<file path="config.mk">
export PLATFORM = sky130hd
export DESIGN_NAME = rectangle_fill_address_generator
export DESIGN_NICKNAME = d
export VERILOG_FILES = /design/src/sv/rfag_pkg.sv /design/src/sv/rfag_step.sv /design/src/sv/rfag_offset.sv /design/src/sv/rectangle_fill_address_generator.sv
export SDC_FILE = /design/constraint.sdc
export NUM_CORES = 1
export LEC_CHECK = 0
export BUFFER_PORTS_ARGS = -buffer_cell sky130_fd_sc_hd__buf_2
export CORE_ASPECT_RATIO = 1.2
export CORE_MARGIN = 8
export CORE_UTILIZATION = 50
export DETAILED_ROUTE_END_ITERATION = 12
export GPL_TIMING_DRIVEN = 0
export PLACE_DENSITY = 0.68
export SKIP_LAST_GASP = 1
export SLEW_MARGIN = 20
export SYNTH_ARGS = -nofsm -noshare
export SYNTH_HDL_FRONTEND = slang
export SYNTH_SLANG_ARGS = --single-unit
export TNS_END_PERCENT = 20
</file>
<file path="constraint.sdc">
create_clock -name clk_i -period 20.1 [get_ports clk_i]
set_input_delay 3.015 -clock clk_i [delete_from_list [all_inputs] [get_ports clk_i]]
set_output_delay 3.015 -clock clk_i [all_outputs]
set_load 0.02 [all_outputs]
</file>
<file path="src/sv/rfag_pkg.sv">
`default_nettype none

package rfag_pkg;

  localparam int CoordW   = 13;
  localparam int DimW     = 13;
  localparam int OrgW     = 12;
  localparam int PosW     = 14;
  localparam int CalcW    = 15;
  localparam int ColorW   = 16;
  localparam int OffW     = 26;
  localparam int ScreenW  = 13;
  localparam int LineW    = 15;
  localparam int PixBitsW = 6;
  localparam int CfgIdxW  = 2;
  localparam int CfgDataW = 15;

  // bits per byte is 2**ByteShift
  localparam int ByteShift = 3;
  localparam int RowProdW  = PosW + LineW;
  localparam int ColProdW  = PosW + PixBitsW;

  localparam int InFieldsW = 4 * CoordW + ColorW;
  localparam int InDataW   = ((InFieldsW + 7) / 8) * 8;
  localparam int OutFieldsW = OffW + ColorW;
  localparam int OutDataW   = ((OutFieldsW + 7) / 8) * 8;

  typedef enum logic {
    OpStart = 1'b0,
    OpTick  = 1'b1
  } opcode_e;

  typedef enum logic [CfgIdxW-1:0] {
    CfgScreenCols = 2'd0,
    CfgScreenRows = 2'd1,
    CfgLineBytes  = 2'd2,
    CfgPixelBits  = 2'd3
  } cfg_idx_e;

  typedef struct packed {
    logic [ScreenW-1:0]  screen_columns;
    logic [ScreenW-1:0]  screen_rows;
    logic [LineW-1:0]    line_bytes;
    logic [PixBitsW-1:0] pixel_bits;
  } cfg_t;

  // one stepped item, coordinates zero when no pixel is written
  typedef struct packed {
    logic              valid;
    logic              last;
    logic              rej;
    logic [PosW-1:0]   col;
    logic [PosW-1:0]   row;
    logic [ColorW-1:0] color;
  } pix_t;

endpackage

`default_nettype wire

</file>
<file path="src/sv/rfag_step.sv">
`default_nettype none

module rfag_step (
  input  wire logic                           clk_i,
  input  wire logic                           rst_ni,
  input  wire rfag_pkg::cfg_t                 cfg_i,
  input  wire logic                           in_valid_i,
  output logic                                in_ready_o,
  input  wire logic                           opcode_i,
  input  wire logic [rfag_pkg::CoordW-1:0]    corner_x_i,
  input  wire logic [rfag_pkg::CoordW-1:0]    corner_y_i,
  input  wire logic [rfag_pkg::DimW-1:0]      rect_width_i,
  input  wire logic [rfag_pkg::DimW-1:0]      rect_height_i,
  input  wire logic [rfag_pkg::ColorW-1:0]    fill_color_i,
  output logic                                out_valid_o,
  input  wire logic                           out_ready_i,
  output rfag_pkg::pix_t                      pix_o
);

  localparam int CalcW = rfag_pkg::CalcW;

  logic                          busy_q, busy_d;
  logic [rfag_pkg::OrgW-1:0]     org_col_q, org_col_d;
  logic [rfag_pkg::OrgW-1:0]     org_row_q, org_row_d;
  logic [rfag_pkg::DimW-1:0]     span_cols_q, span_cols_d;
  logic [rfag_pkg::DimW-1:0]     span_rows_q, span_rows_d;
  logic [rfag_pkg::DimW-1:0]     step_col_q, step_col_d;
  logic [rfag_pkg::DimW-1:0]     step_row_q, step_row_d;
  logic [rfag_pkg::ColorW-1:0]   color_q, color_d;
  logic                          s1_v_q, s1_v_d;
  rfag_pkg::pix_t                pix_q, pix_d;

  logic                          acc;
  logic signed [CalcW-1:0]       x_in, y_in, x_pos, y_pos, x_lim, y_lim, w_s, h_s, x_cl, y_cl;
  logic [rfag_pkg::DimW-1:0]     col_inc, row_inc;

  assign in_ready_o = !s1_v_q || out_ready_i;
  assign acc        = in_valid_i && in_ready_o;

  // corner clamp
  always_comb begin
    x_in  = CalcW'($signed(corner_x_i));
    y_in  = CalcW'($signed(corner_y_i));
    w_s   = $signed({2'b00, rect_width_i});
    h_s   = $signed({2'b00, rect_height_i});
    x_pos = x_in[CalcW-1] ? '0 : x_in;
    y_pos = y_in[CalcW-1] ? '0 : y_in;
    x_lim = $signed({2'b00, cfg_i.screen_columns}) - CalcW'(1);
    y_lim = $signed({2'b00, cfg_i.screen_rows}) - CalcW'(1);
    x_cl  = (x_pos + w_s > x_lim) ? x_lim - w_s : x_pos;
    y_cl  = (y_pos + h_s > y_lim) ? y_lim - h_s : y_pos;
  end

  assign col_inc = step_col_q + rfag_pkg::DimW'(1);
  assign row_inc = step_row_q + rfag_pkg::DimW'(1);

  always_comb begin
    busy_d      = busy_q;
    org_col_d   = org_col_q;
    org_row_d   = org_row_q;
    span_cols_d = span_cols_q;
    span_rows_d = span_rows_q;
    step_col_d  = step_col_q;
    step_row_d  = step_row_q;
    color_d     = color_q;
    pix_d       = '0;
    if (acc) begin
      unique case (rfag_pkg::opcode_e'(opcode_i))
        rfag_pkg::OpStart: begin
          busy_d = 1'b0;
          if (x_cl[CalcW-1] || y_cl[CalcW-1]) begin
            pix_d.rej = 1'b1;
          end else begin
            org_col_d   = x_cl[rfag_pkg::OrgW-1:0];
            org_row_d   = y_cl[rfag_pkg::OrgW-1:0];
            span_cols_d = rect_width_i;
            span_rows_d = rect_height_i;
            step_col_d  = '0;
            step_row_d  = '0;
            color_d     = fill_color_i;
            busy_d      = (rect_width_i != '0) && (rect_height_i != '0);
          end
        end
        rfag_pkg::OpTick: begin
          if (busy_q) begin
            pix_d.valid = 1'b1;
            pix_d.col   = {2'b00, org_col_q} + {1'b0, step_col_q};
            pix_d.row   = {2'b00, org_row_q} + {1'b0, step_row_q};
            pix_d.color = color_q;
            step_col_d  = col_inc;
            if (col_inc >= span_cols_q) begin
              step_col_d = '0;
              step_row_d = row_inc;
              if (row_inc >= span_rows_q) begin
                busy_d     = 1'b0;
                pix_d.last = 1'b1;
              end
            end
          end
        end
        default: ;
      endcase
    end
  end

  always_comb begin
    s1_v_d = s1_v_q;
    if (in_ready_o) begin
      s1_v_d = in_valid_i;
    end
  end

  always_ff @(posedge clk_i or negedge rst_ni) begin
    if (!rst_ni) begin
      busy_q      <= 1'b0;
      org_col_q   <= '0;
      org_row_q   <= '0;
      span_cols_q <= '0;
      span_rows_q <= '0;
      step_col_q  <= '0;
      step_row_q  <= '0;
      color_q     <= '0;
      s1_v_q      <= 1'b0;
    end else begin
      busy_q      <= busy_d;
      org_col_q   <= org_col_d;
      org_row_q   <= org_row_d;
      span_cols_q <= span_cols_d;
      span_rows_q <= span_rows_d;
      step_col_q  <= step_col_d;
      step_row_q  <= step_row_d;
      color_q     <= color_d;
      s1_v_q      <= s1_v_d;
    end
  end

  always_ff @(posedge clk_i) begin
    if (acc) begin
      pix_q <= pix_d;
    end
  end

  assign out_valid_o = s1_v_q;
  assign pix_o       = pix_q;

  a_last_is_pixel: assert property (@(posedge clk_i) disable iff (!rst_ni)
    (s1_v_q && pix_q.last) |-> pix_q.valid)
    else $error("last mark on a non-pixel item");

  a_rej_no_pixel: assert property (@(posedge clk_i) disable iff (!rst_ni)
    (s1_v_q && pix_q.rej) |-> !pix_q.valid && !busy_q)
    else $error("rejected start left a pixel or a busy engine");

  a_idle_tick: assert property (@(posedge clk_i) disable iff (!rst_ni)
    (acc && opcode_i == rfag_pkg::OpTick && !busy_q) |=> (s1_v_q && pix_q == '0))
    else $error("idle tick produced a nonzero result");

  a_busy_drop: assert property (@(posedge clk_i) disable iff (!rst_ni)
    $fell(busy_q) |-> ($past(acc && opcode_i == rfag_pkg::OpStart) || pix_q.last))
    else $error("engine went idle without last pixel or new start");

endmodule

`default_nettype wire

</file>
<file path="src/sv/rfag_offset.sv">
`default_nettype none

module rfag_offset (
  input  wire logic                          clk_i,
  input  wire logic                          rst_ni,
  input  wire rfag_pkg::cfg_t                cfg_i,
  input  wire logic                          in_valid_i,
  output logic                               in_ready_o,
  input  wire rfag_pkg::pix_t                pix_i,
  output logic                               out_valid_o,
  input  wire logic                          out_ready_i,
  output logic                               pixel_valid_o,
  output logic [rfag_pkg::OffW-1:0]          byte_offset_o,
  output logic [rfag_pkg::ColorW-1:0]        pixel_color_o,
  output logic                               last_pixel_o,
  output logic                               rejected_o
);

  localparam int OffW = rfag_pkg::OffW;
  localparam int ColTermW = rfag_pkg::ColProdW - rfag_pkg::ByteShift;

  logic                             out_v_q, out_v_d;
  logic                             acc;
  logic [rfag_pkg::RowProdW-1:0]    row_prod;
  logic [rfag_pkg::ColProdW-1:0]    col_prod;
  logic [OffW-1:0]                  offset_d;
  logic [OffW-1:0]                  offset_q;
  logic [rfag_pkg::ColorW-1:0]      color_q;
  logic                             valid_q, last_q, rej_q;

  assign in_ready_o = !out_v_q || out_ready_i;
  assign acc        = in_valid_i && in_ready_o;

  assign row_prod = rfag_pkg::RowProdW'(pix_i.row) * rfag_pkg::RowProdW'(cfg_i.line_bytes);
  assign col_prod = rfag_pkg::ColProdW'(pix_i.col) * rfag_pkg::ColProdW'(cfg_i.pixel_bits);
  assign offset_d = row_prod[OffW-1:0]
                  + {{(OffW-ColTermW){1'b0}}, col_prod[rfag_pkg::ColProdW-1:rfag_pkg::ByteShift]};

  always_comb begin
    out_v_d = out_v_q;
    if (in_ready_o) begin
      out_v_d = in_valid_i;
    end
  end

  always_ff @(posedge clk_i or negedge rst_ni) begin
    if (!rst_ni) begin
      out_v_q <= 1'b0;
    end else begin
      out_v_q <= out_v_d;
    end
  end

  always_ff @(posedge clk_i) begin
    if (acc) begin
      offset_q <= offset_d;
      color_q  <= pix_i.color;
      valid_q  <= pix_i.valid;
      last_q   <= pix_i.last;
      rej_q    <= pix_i.rej;
    end
  end

  assign out_valid_o   = out_v_q;
  assign pixel_valid_o = valid_q;
  assign byte_offset_o = offset_q;
  assign pixel_color_o = color_q;
  assign last_pixel_o  = last_q;
  assign rejected_o    = rej_q;

endmodule

`default_nettype wire

</file>
<file path="src/sv/rectangle_fill_address_generator.sv">
// Rectangle fill address generator. A start (tuser = 0) clamps the corner to
// the screen and arms the engine or, if still negative, is rejected; a tick
// (tuser = 1) to an armed engine gives one pixel write, row by row, left to
// right, with framebuffer byte offset, color and last mark. Each input gives
// exactly one output transfer, one item per clock unless the output stalls,
// via step stage (clamp, row/column counters) then offset stage (row times
// line bytes plus scaled column). Registers must be written through the cfg
// port only while no items are in flight; the block does not enforce this.
`default_nettype none

module rectangle_fill_address_generator (
  input  wire logic                               clk_i,
  input  wire logic                               rst_ni,
  input  wire logic                               cfg_valid_i,
  output logic                                    cfg_ready_o,
  input  wire logic [rfag_pkg::CfgIdxW-1:0]       cfg_addr_i,
  input  wire logic [rfag_pkg::CfgDataW-1:0]      cfg_data_i,
  input  wire logic                               s_tvalid_i,
  output logic                                    s_tready_o,
  // corner_x, corner_y, rect_width, rect_height, fill_color, zero pad
  input  wire logic [rfag_pkg::InDataW-1:0]       s_tdata_i,
  // opcode
  input  wire logic                               s_tuser_i,
  output logic                                    m_tvalid_o,
  input  wire logic                               m_tready_i,
  // byte_offset, pixel_color, zero pad
  output logic [rfag_pkg::OutDataW-1:0]           m_tdata_o,
  // pixel_valid, rejected
  output logic [1:0]                              m_tuser_o,
  // last_pixel
  output logic                                    m_tlast_o
);

  localparam int CoordW = rfag_pkg::CoordW;
  localparam int ColorW = rfag_pkg::ColorW;
  localparam int OffW   = rfag_pkg::OffW;

  rfag_pkg::cfg_t cfg_q, cfg_d;
  rfag_pkg::pix_t pix;
  logic           s1_valid, s1_ready;
  logic           pixel_valid, last_pixel, rejected;
  logic [OffW-1:0]   byte_offset;
  logic [ColorW-1:0] pixel_color;

  assign cfg_ready_o = 1'b1;

  always_comb begin
    cfg_d = cfg_q;
    if (cfg_valid_i) begin
      unique case (rfag_pkg::cfg_idx_e'(cfg_addr_i))
        rfag_pkg::CfgScreenCols: cfg_d.screen_columns = cfg_data_i[rfag_pkg::ScreenW-1:0];
        rfag_pkg::CfgScreenRows: cfg_d.screen_rows    = cfg_data_i[rfag_pkg::ScreenW-1:0];
        rfag_pkg::CfgLineBytes:  cfg_d.line_bytes     = cfg_data_i[rfag_pkg::LineW-1:0];
        rfag_pkg::CfgPixelBits:  cfg_d.pixel_bits     = cfg_data_i[rfag_pkg::PixBitsW-1:0];
        default: ;
      endcase
    end
  end

  always_ff @(posedge clk_i or negedge rst_ni) begin
    if (!rst_ni) begin
      cfg_q.screen_columns <= rfag_pkg::ScreenW'(640);
      cfg_q.screen_rows    <= rfag_pkg::ScreenW'(480);
      cfg_q.line_bytes     <= rfag_pkg::LineW'(1280);
      cfg_q.pixel_bits     <= rfag_pkg::PixBitsW'(16);
    end else begin
      cfg_q <= cfg_d;
    end
  end

  rfag_step u_step (
    .clk_i         (clk_i),
    .rst_ni        (rst_ni),
    .cfg_i         (cfg_q),
    .in_valid_i    (s_tvalid_i),
    .in_ready_o    (s_tready_o),
    .opcode_i      (s_tuser_i),
    .corner_x_i    (s_tdata_i[CoordW-1:0]),
    .corner_y_i    (s_tdata_i[2*CoordW-1:CoordW]),
    .rect_width_i  (s_tdata_i[3*CoordW-1:2*CoordW]),
    .rect_height_i (s_tdata_i[4*CoordW-1:3*CoordW]),
    .fill_color_i  (s_tdata_i[4*CoordW+ColorW-1:4*CoordW]),
    .out_valid_o   (s1_valid),
    .out_ready_i   (s1_ready),
    .pix_o         (pix)
  );

  rfag_offset u_offset (
    .clk_i         (clk_i),
    .rst_ni        (rst_ni),
    .cfg_i         (cfg_q),
    .in_valid_i    (s1_valid),
    .in_ready_o    (s1_ready),
    .pix_i         (pix),
    .out_valid_o   (m_tvalid_o),
    .out_ready_i   (m_tready_i),
    .pixel_valid_o (pixel_valid),
    .byte_offset_o (byte_offset),
    .pixel_color_o (pixel_color),
    .last_pixel_o  (last_pixel),
    .rejected_o    (rejected)
  );

  assign m_tdata_o = {{(rfag_pkg::OutDataW-rfag_pkg::OutFieldsW){1'b0}}, pixel_color, byte_offset};
  assign m_tuser_o = {rejected, pixel_valid};
  assign m_tlast_o = last_pixel;

endmodule

`default_nettype wire

</file>
==> metrics.yaml, run 1 <==
status: "complete, no violations"
synthFlopType: "dfrtp_1"
yosysTopAreaCellShare_pct: 19.07
synth_cell_type_count: 71
grt_pass1_wl_um: 97280
syn_area_um2: 23410
cts_buffer_depth: 3
cp_max_fo: 10
cts.clk_slew.worst_paths_ns: 0.07
max_clock_freq_mhz: 95.46
vias: 17780
fin_crit_sh_pct: 52.11
setup.worst_path.start_class: "flip-flop"
yosysWarnings: 0
crit_path_end_kind: "flip-flop"
drt_first_pass_iters: 5
hold_path_class: "reg -> reg"
post_route_cells_drive_above_1_share_pct: 10.64
yosysSeqAreaShare_pct: 27.03
place_hpwl_um: 49640
cts_inserted_buffers: 26
cts_tree: "done"
synthTopCellsByArea: "fa_1 (19%), dfrtp_1 (14%), ha_1 (13%), edfxtp_1 (12%), inv_1 (6.1%)"
clock_latency_ns: 0.57
cts_hold_buf: 0
fin_nets: 3211
setup_viol: 0
drt_iter0_drc: 1067
grt_max_degree: 101
avgRoutedWirePerCell_um: 18.21
rows: 87
worst_slew_pin_slew_ns: 1.018
crit_arrival_ns: 10.79
seq_area_um2: 6327
io_pins: 149
vias_per_cell: 5.387
root_buffer: "clkbuf_16"
yosysTopAreaCell: "fa_1"
grt_use_total_pct: 22.59
h-tree-depth: 1
fin_setup_tns_ns: 0
fp.dieH_um: 253.0
synth_common_cells: "inv_1 (379), nand2_1 (316), ha_1 (235), fa_1 (223), and2_1 (139)"
cts_setup_buffers: 0
area_growth_pct: 10.29
ys_seq_elements: 234
drv_slew: 0
gp_congestion: 0.9802
synthCells: 2485
n_fill_cell: 4201
antenna_left: 0
initial_core_util_pct: 50.25
cpMaxStageDelayCell: "dfstp_2"
port-buffer-count: 137
syn_avg_cell_area_um2: 9.421
ctsResizeCount: 0
rsz0062_at_grt: "no"
relSlewSlack_pct: 31.39
core_um2: 46590
antenna_cells: 0
finalWirelength_um: 60100
die_w_um: 213.5
crit_required_ns: 20.42
synth_edf_count: 92
grt_overflow: 0
synthArstFlopShare_pct: 60.68
dieArea_um2: 54030
hold_violations: 0
max_cap_violations: 0
multi_input_area_um2: 15340
min_period_ns: 10.48
crit_top_cell: "fa_1"
yosysMostFrequentCell: "inv_1"
clock_sink_count: 234
final.setup_skew_ns: 0.03379
crit_type: "reg -> reg"
first_global_vias: 18750
crit_path_max_incr_delay_ns: 0.59
drc: 0
antenna_found_initial: 2
state kept, by name (all words and copies together), names as in the netlist:
name / count
cfg_q: 47
u_step.pix_o: 47
u_offset.byte_offset_o: 26
u_offset.pixel_color_o: 16
u_step.color_q: 16
u_step.span_cols_q: 13
u_step.span_rows_q: 13
u_step.step_col_q: 13
u_step.step_row_q: 13
u_step.org_col_q: 12
u_step.org_row_q: 12
u_offset.last_pixel_o: 1
u_offset.out_valid_o: 1
u_offset.pixel_valid_o: 1
u_offset.rejected_o: 1
u_step.busy_q: 1
u_step.out_valid_o: 1
worst paths after layout:
path                                                 from                              endpoint  slack [ns]  cells after the start
max in group asynchronous                          rst_ni                 cfg_q[16]$_DFFE_PN1P_       16.92                      2
min reg2reg                u_step.pix_o[46]$_SDFFCE_PN0P_      u_offset.pixel_valid_o$_DFFE_PP_        0.41                      0
max reg2reg                          cfg_q[4]$_DFFE_PN1P_  u_offset.byte_offset_o[24]$_DFFE_PP_        9.62                     36
min in group asynchronous                          rst_ni        u_step.color_q[11]$_DFFE_PN0P_        2.36                      1
max                                  cfg_q[4]$_DFFE_PN1P_  u_offset.byte_offset_o[24]$_DFFE_PP_        9.62                     36
min                        u_step.pix_o[46]$_SDFFCE_PN0P_      u_offset.pixel_valid_o$_DFFE_PP_        0.41                      0
through the flow:
stage	cell area (µm²)	setup slack, ns	utilization [%]	hold WS (ns)	std cells
floorplan	23430	10.52	-	0.4003	2490
global placement	24890	9.672	53.43	0.4003	3250
detailed placement	24980	9.537	53.61	0.4056	3253
CTS	25820	9.525	55.42	0.4060	3301
global route	25820	8.999	55.42	0.4195	3301
finish	25820	9.625	55.42	0.4050	3301
layout by cell type, fill, tap and decap left out, types with 92 or more instances in the layout:
| cell | count |
|---|---|
| a21oi_1 | 120 |
| and2_1 | 138 |
| buf_2 | 146 |
| dfrtp_1 | 133 |
| edfxtp_1 | 92 |
| fa_1 | 223 |
| ha_1 | 235 |
| inv_1 | 378 |
| nand2_1 | 316 |
| o21ai_0 | 101 |
cells by family after synthesis:
logic type	count (synthesis)	share of synthesized area, %
mux	56	2.635
xor+xnor	132	4.938
simple gates	779	16.47
compound gates	368	9.722
flops	234	27.03
other cells	2	0.03208
fa+ha+maj	458	31.63
buf+inv	456	7.547
layer usage:
layer / vias up / share of wire (%) / track usage (%)
met5: - / 0.020 / 0
met4: 2 / 4.8 / 9.880
met3: 156 / 4.8 / 2.649
met2: 508 / 51 / 40.63
met1: 8628 / 40 / 26.75
li1: 8490 / - / -
critical path: cells and delay by family (launching register included):
family          cells  cell delay, ns
compound gates     12            3.09
buf+inv             7            0.64
simple gates        5            0.67
flops               1            0.59
fa+ha+maj          11            5.14
xor+xnor            1            0.09
cell type report:
cell class	count	area share, %
Inverter	380	5.525
Sequential cell	234	24.51
Buffer	76	1.318
Clock buffer	32	2.767
Tap cell	623	3.019
Clock inverter	16	0.4895
Timing Repair Buffer	140	2.956
Multi-Input combinational cell	1800	59.42
Power of run 1 is not shown: default switching activity piles up to over one toggle a cycle in this logic, so the estimate is an artifact.
==> inputs of run 2 (changes only) <==
--- a/config.mk
+++ b/config.mk
@@ -11,7 +11,7 @@
 export CORE_UTILIZATION = 50
 export DETAILED_ROUTE_END_ITERATION = 12
 export GPL_TIMING_DRIVEN = 0
-export PLACE_DENSITY = 0.68
+export PLACE_DENSITY = 0.7
 export SKIP_LAST_GASP = 1
 export SLEW_MARGIN = 20
 export SYNTH_ARGS = -nofsm -noshare
==> constraint.sdc (replaced) <==
create_clock -name clk_i -period 9.35 [get_ports clk_i]
set_input_delay 1.4025 -clock clk_i [delete_from_list [all_inputs] [get_ports clk_i]]
set_output_delay 1.4025 -clock clk_i [all_outputs]
set_load 0.02 [all_outputs]
==> run 2 against run 1 <==
Net effect:
- the flow now finishes with violations (setup timing)
- count of clock-buffer cells in the layout grew 3
- non-clock buffer count rose by 14
- critical path depth up 1
- clock skew is 0.010 ns lower
- setup slack worse by 9.8 ns
- via count up 1.3%
- hold slack improved by 0.014 ns
- flip-flop and latch count is the same
- design area rose by 1.3%
- utilization grew 0.72 points
==> metrics.yaml, run 2 (synthesis results as in run 1) <==
setup_ws_ns: -0.1707
r2r_slack_ns: -0.17
avgRoutedWirePerCell_um: 17.90
crit_path_max_incr_delay_ns: 0.54
post_route_cells_drive_above_1_share_pct: 12.29
min_from: "u_step.pix_o[9]$_SDFFCE_PN0P_"
die_w_um: 213.5
antenna_left: 0
cp_max_fo: 6
area_growth_pct: 11.72
violations: "setup timing"
finalWirelength_um: 59350
worstReg2RegEnd: "u_offset.byte_offset_o[24]$_DFFE_PP_"
max_cap_violations: 0
hold_path_class: "reg -> reg"
place_inst: 3254
core_um2: 46590
worst_slew_pin_slew_ns: 0.9693
crit_required_ns: 9.65
min_period_ns: 9.521
setup_viol: 4
r2r_cells: 37
layout_common_cells: "inv_1 (376), nand2_1 (316), ha_1 (229)"
max_clock_freq_mhz: 105.0
hold_path_end: "u_offset.pixel_color_o[9]$_DFFE_PP_"
grt_max_degree: 73
drc: 0
clock_latency_ns: 0.56
cts_tree: "done"
cpMaxStageDelayCell: "fa_1"
io_pins: 149
fp.dieH_um: 253.0
first_global_vias: 18830
grt_use_total_pct: 22.11
drt_first_pass_iters: 5
cts.clk_slew.worst_paths_ns: 0.06
hold_violations: 0
place_hpwl_um: 48480
rows: 87
clock_sink_count: 234
initial_core_util_pct: 50.25
gp_congestion: 0.9355
crit_path_end_kind: "flip-flop"
grt_pass1_wl_um: 95510
root_buffer: "clkbuf_16"
drt_iter0_drc: 894
instances_no_fill: 3316
relSlewSlack_pct: 34.69
fin_crit_sh_pct: 101.8
cts_hold_buf: 0
status: "finished with violations"
final.setup_skew_ns: 0.02377
antenna_found_initial: 2
crit_top_cell: "fa_1"
crit_type: "reg -> reg"
h-tree-depth: 1
holdWs_ns: 0.4188
timing.rr.start: "cfg_q[0]$_DFFE_PN0P_"
drv_slew: 0
antenna_cells: 0
grt_overflow: 0
fin_nets: 3226
dieArea_um2: 54030
crit_arrival_ns: 9.82
vias: 18010
setup.worst_path.start_class: "flip-flop"
cts_inserted_buffers: 27
rsz0062_at_grt: "yes"
final_common_cell: "inv_1"
port-buffer-count: 137
cts_buffer_depth: 3
vias_per_cell: 5.431
hold-path-cell-count: 0
==> run 2: layer usage <==
| metal | vias to the layer above | part of all wire, % | GRT usage [%] |
|---|---|---|---|
| met1 | 8777 | 40 | 26.05 |
| met2 | 547 | 50 | 39.50 |
| li1 | 8533 | - | - |
| met5 | - | 0.019 | 0 |
| met3 | 151 | 4.9 | 2.588 |
| met4 | 2 | 5.0 | 10.61 |
==> run 2: critical path: cells and delay by family, from the launching register on <==
family                   cells  cell delay, ns
adder cells (fa/ha/maj)     11            4.93
AO/OA/AOI/OAI               13            2.78
AND/OR/NAND/NOR              4            0.57
buffers and inverters        8            0.52
flip-flops                   1            0.39
XOR/XNOR                     1            0.07
==> run 2: worst max-delay path by stage <==
stage,startpoint,cells after the start,slack (ns),to
floorplan,cfg_q[0]$_DFFE_PN0P_,37,0.06,u_offset.byte_offset_o[24]$_DFFE_PP_
global placement,cfg_q[3]$_DFFE_PN0P_,36,-0.65,u_offset.byte_offset_o[24]$_DFFE_PP_
detailed placement,cfg_q[3]$_DFFE_PN0P_,36,-0.74,u_offset.byte_offset_o[24]$_DFFE_PP_
CTS,cfg_q[0]$_DFFE_PN0P_,37,-0.23,u_offset.byte_offset_o[24]$_DFFE_PP_
global route,cfg_q[0]$_DFFE_PN0P_,37,-0.54,u_offset.byte_offset_o[24]$_DFFE_PP_
finish,cfg_q[0]$_DFFE_PN0P_,37,-0.17,u_offset.byte_offset_o[24]$_DFFE_PP_
==> run 2: repair_timing <==
item | in CTS | in global routing
endpoints found under the setup margin | 8 | 9
resized for setup | 31 | 8
setup buffers | 13 | 0
cloned | 0 | 0
pin swaps | 19 | 14
==> run 2: layout make-up <==
cell class / instances / area (µm²)
sequential: 234 / 6329
clock inverter: 14 / 118.9
tap: 623 / 779.5
multi-input combinational: 1800 / 15510
inverter: 380 / 1426
timing repair buffer: 154 / 868.3
fill: 4164 / 20440
clock buffer: 35 / 735.7
buffer: 76 / 381.6
==> run 2: per-stage QoR <==
| step | setup WS, ns | setup TNS [ns] | utilization, % | cell area, µm² |
|---|---|---|---|---|
| after floorplan | 0.05909 | 0 | - | 23460 |
| after global placement | -0.6469 | -2.190 | 53.50 | 24930 |
| after detailed placement | -0.7437 | -2.744 | 53.70 | 25020 |
| after CTS | -0.2290 | -0.5629 | 56.06 | 26120 |
| after global routing | -0.5396 | -2.972 | 56.13 | 26150 |
| final | -0.1707 | -0.5206 | 56.13 | 26150 |
Power of run 2 is left out for the same reason.
==> inputs of run 3 (changes only) <==
--- a/config.mk
+++ b/config.mk
@@ -9,11 +9,13 @@
 export CORE_ASPECT_RATIO = 1.2
 export CORE_MARGIN = 8
 export CORE_UTILIZATION = 50
+export CTS_CLUSTER_SIZE = 14
 export DETAILED_ROUTE_END_ITERATION = 12
 export GPL_TIMING_DRIVEN = 0
 export PLACE_DENSITY = 0.7
+export REMOVE_ABC_BUFFERS = 1
 export SKIP_LAST_GASP = 1
-export SLEW_MARGIN = 20
+export SLEW_MARGIN = 15
 export SYNTH_ARGS = -nofsm -noshare
 export SYNTH_HDL_FRONTEND = slang
 export SYNTH_SLANG_ARGS = --single-unit
==> run 3 against run 2 <==
Net effect:
- first-iteration DRC count down 23%
- cell count decreased by 2.1%
- setup slack better by 0.13 ns
- maximum frequency grew 1.4%
- global-route usage shrank 1.1 points
- clock skew decreased by 0.0020 ns
- die area did not move
- register-to-register slack gained 0.13 ns
- via count fell by 3.0%
- highest routed layer is now met4
- largest cell class unchanged
- the flow still finishes with violations (setup timing)
- non-clock buffer count decreased by 73
- hold slack worse by 0.0059 ns
- utilization down 0.41 points
==> metrics.yaml, run 3 (synthesis results as in run 1) <==
crit_path_max_incr_delay_ns: 0.54
hold_violations: 0
vias: 17470
crit_type: "reg -> reg"
fin_util_pct: 55.73
clock_sink_count: 234
antenna_found_initial: 3
max_clock_freq_mhz: 106.5
violations: "setup timing"
place_hpwl_um: 45280
cts_tree: "done"
grt_pass1_wl_um: 91730
hold_path_class: "reg -> reg"
place_ws_ns: -1.013
core_um2: 46590
status: "finished with violations"
cp_max_fo: 6
cpMaxStageDelayCell: "fa_1"
antenna_left: 0
drt_first_pass_iters: 5
min_period_ns: 9.393
crit_required_ns: 9.66
post_route_cells_drive_above_1_share_pct: 12.63
final_common_cell: "inv_1"
port-buffer-count: 137
setup_viol: 2
fin_nets: 3153
root_buffer: "clkbuf_16"
n_fill_cell: 4195
grt_max_degree: 106
max_cap_violations: 0
avgRoutedWirePerCell_um: 17.22
initial_core_util_pct: 50.25
rsz0062_at_grt: "yes"
dieArea_um2: 54030
crit_path_end_kind: "flip-flop"
fp.dieH_um: 253.0
crit_arrival_ns: 9.71
layout_common_cells: "inv_1 (372), nand2_1 (316), ha_1 (228)"
drv_slew: 0
final.setup_skew_ns: 0.02175
relSlewSlack_pct: 33.45
cts_buffer_depth: 3
fin_crit_sh_pct: 100.5
die_w_um: 213.5
rows: 87
clock_latency_ns: 0.56
cts_inserted_buffers: 27
grt_overflow: 0
grt_use_total_pct: 21.03
finalWirelength_um: 55900
io_pins: 149
gp_congestion: 0.9041
h-tree-depth: 1
drt_iter0_drc: 689
cts.clk_slew.worst_paths_ns: 0.06
crit_top_cell: "fa_1"
area_growth_pct: 10.90
first_global_vias: 18630
setup.worst_path.start_class: "flip-flop"
worst_slew_pin_slew_ns: 0.9953
cts_hold_buf: 0
vias_per_cell: 5.382
setup_ws_ns: -0.04283
drc: 0
-- run 3: what timing repair did --
item / in CTS / in global routing
pin swaps: 33 / 21
resized for setup: 37 / 14
setup buffers: 12 / 3
endpoints found under the setup margin: 8 / 6
endpoints found under the hold margin: 0 / 0
-- run 3: worst paths after layout --
kind / start / depth (start not counted) / slack, ns / endpoint
setup / recovery: u_step.pix_o[36]$_SDFFCE_PN0P_ / 34 / -0.04 / u_offset.byte_offset_o[24]$_DFFE_PP_
hold / removal: u_step.pix_o[5]$_SDFFCE_PN0P_ / 0 / 0.41 / u_offset.pixel_color_o[5]$_DFFE_PP_
setup reg to reg: u_step.pix_o[36]$_SDFFCE_PN0P_ / 34 / -0.04 / u_offset.byte_offset_o[24]$_DFFE_PP_
hold reg to reg: u_step.pix_o[5]$_SDFFCE_PN0P_ / 0 / 0.41 / u_offset.pixel_color_o[5]$_DFFE_PP_
max in group asynchronous: rst_ni / 2 / 7.79 / cfg_q[43]$_DFFE_PN1P_
min in group asynchronous: rst_ni / 1 / 0.74 / u_step.org_row_q[1]$_DFFE_PN0P_
-- run 3: cell type report --
| cell class | instances | area [µm²] | area share (%) |
|---|---|---|---|
| sequential | 234 | 6334 | 24.40 |
| inverter | 380 | 1426 | 5.494 |
| antenna | 2 | 5.005 | 0.01928 |
| clock buffer | 30 | 708.2 | 2.728 |
| timing repair buffer | 157 | 910.9 | 3.508 |
| tap | 623 | 779.5 | 3.002 |
| clock inverter | 20 | 252.7 | 0.9735 |
| multi-input combinational | 1800 | 15550 | 59.88 |
-- run 3: metrics by stage --
| step | setup TNS (ns) | instances | instance area [µm²] | hold WS, ns |
|---|---|---|---|---|
| final | -0.06589 | 3246 | 25960 | 0.4129 |
| after detailed placement | -4.393 | 3179 | 24670 | 0.4045 |
| after global placement | -3.619 | 3174 | 24550 | 0.4014 |
| after CTS | -0.1762 | 3241 | 25860 | 0.4136 |
| after global routing | -1.413 | 3245 | 25960 | 0.4188 |
| after floorplan | -0.1229 | 2414 | 23090 | 0.4003 |
-- run 3: layer usage --
layer / wire length [µm] / GRT usage, % / up-vias
li1: - / - / 8362
met1: 21830 / 23.63 / 8620
met2: 29460 / 39.30 / 380
met3: 2533 / 3.169 / 108
met4: 2078 / 8.057 / 0
met5: 0 / 0 / -
-- run 3: worst max-delay path, delay by kind of cell (launching register included) --
| kind | cells | cell delay [ns] |
|---|---|---|
| AO/OA/AOI/OAI | 11 | 2.52 |
| XOR/XNOR | 1 | 0.08 |
| AND/OR/NAND/NOR | 3 | 0.69 |
| buffers and inverters | 8 | 0.51 |
| flip-flops | 1 | 0.51 |
| adder cells (fa/ha/maj) | 11 | 4.83 |
Power of run 3 is left out for the same reason.
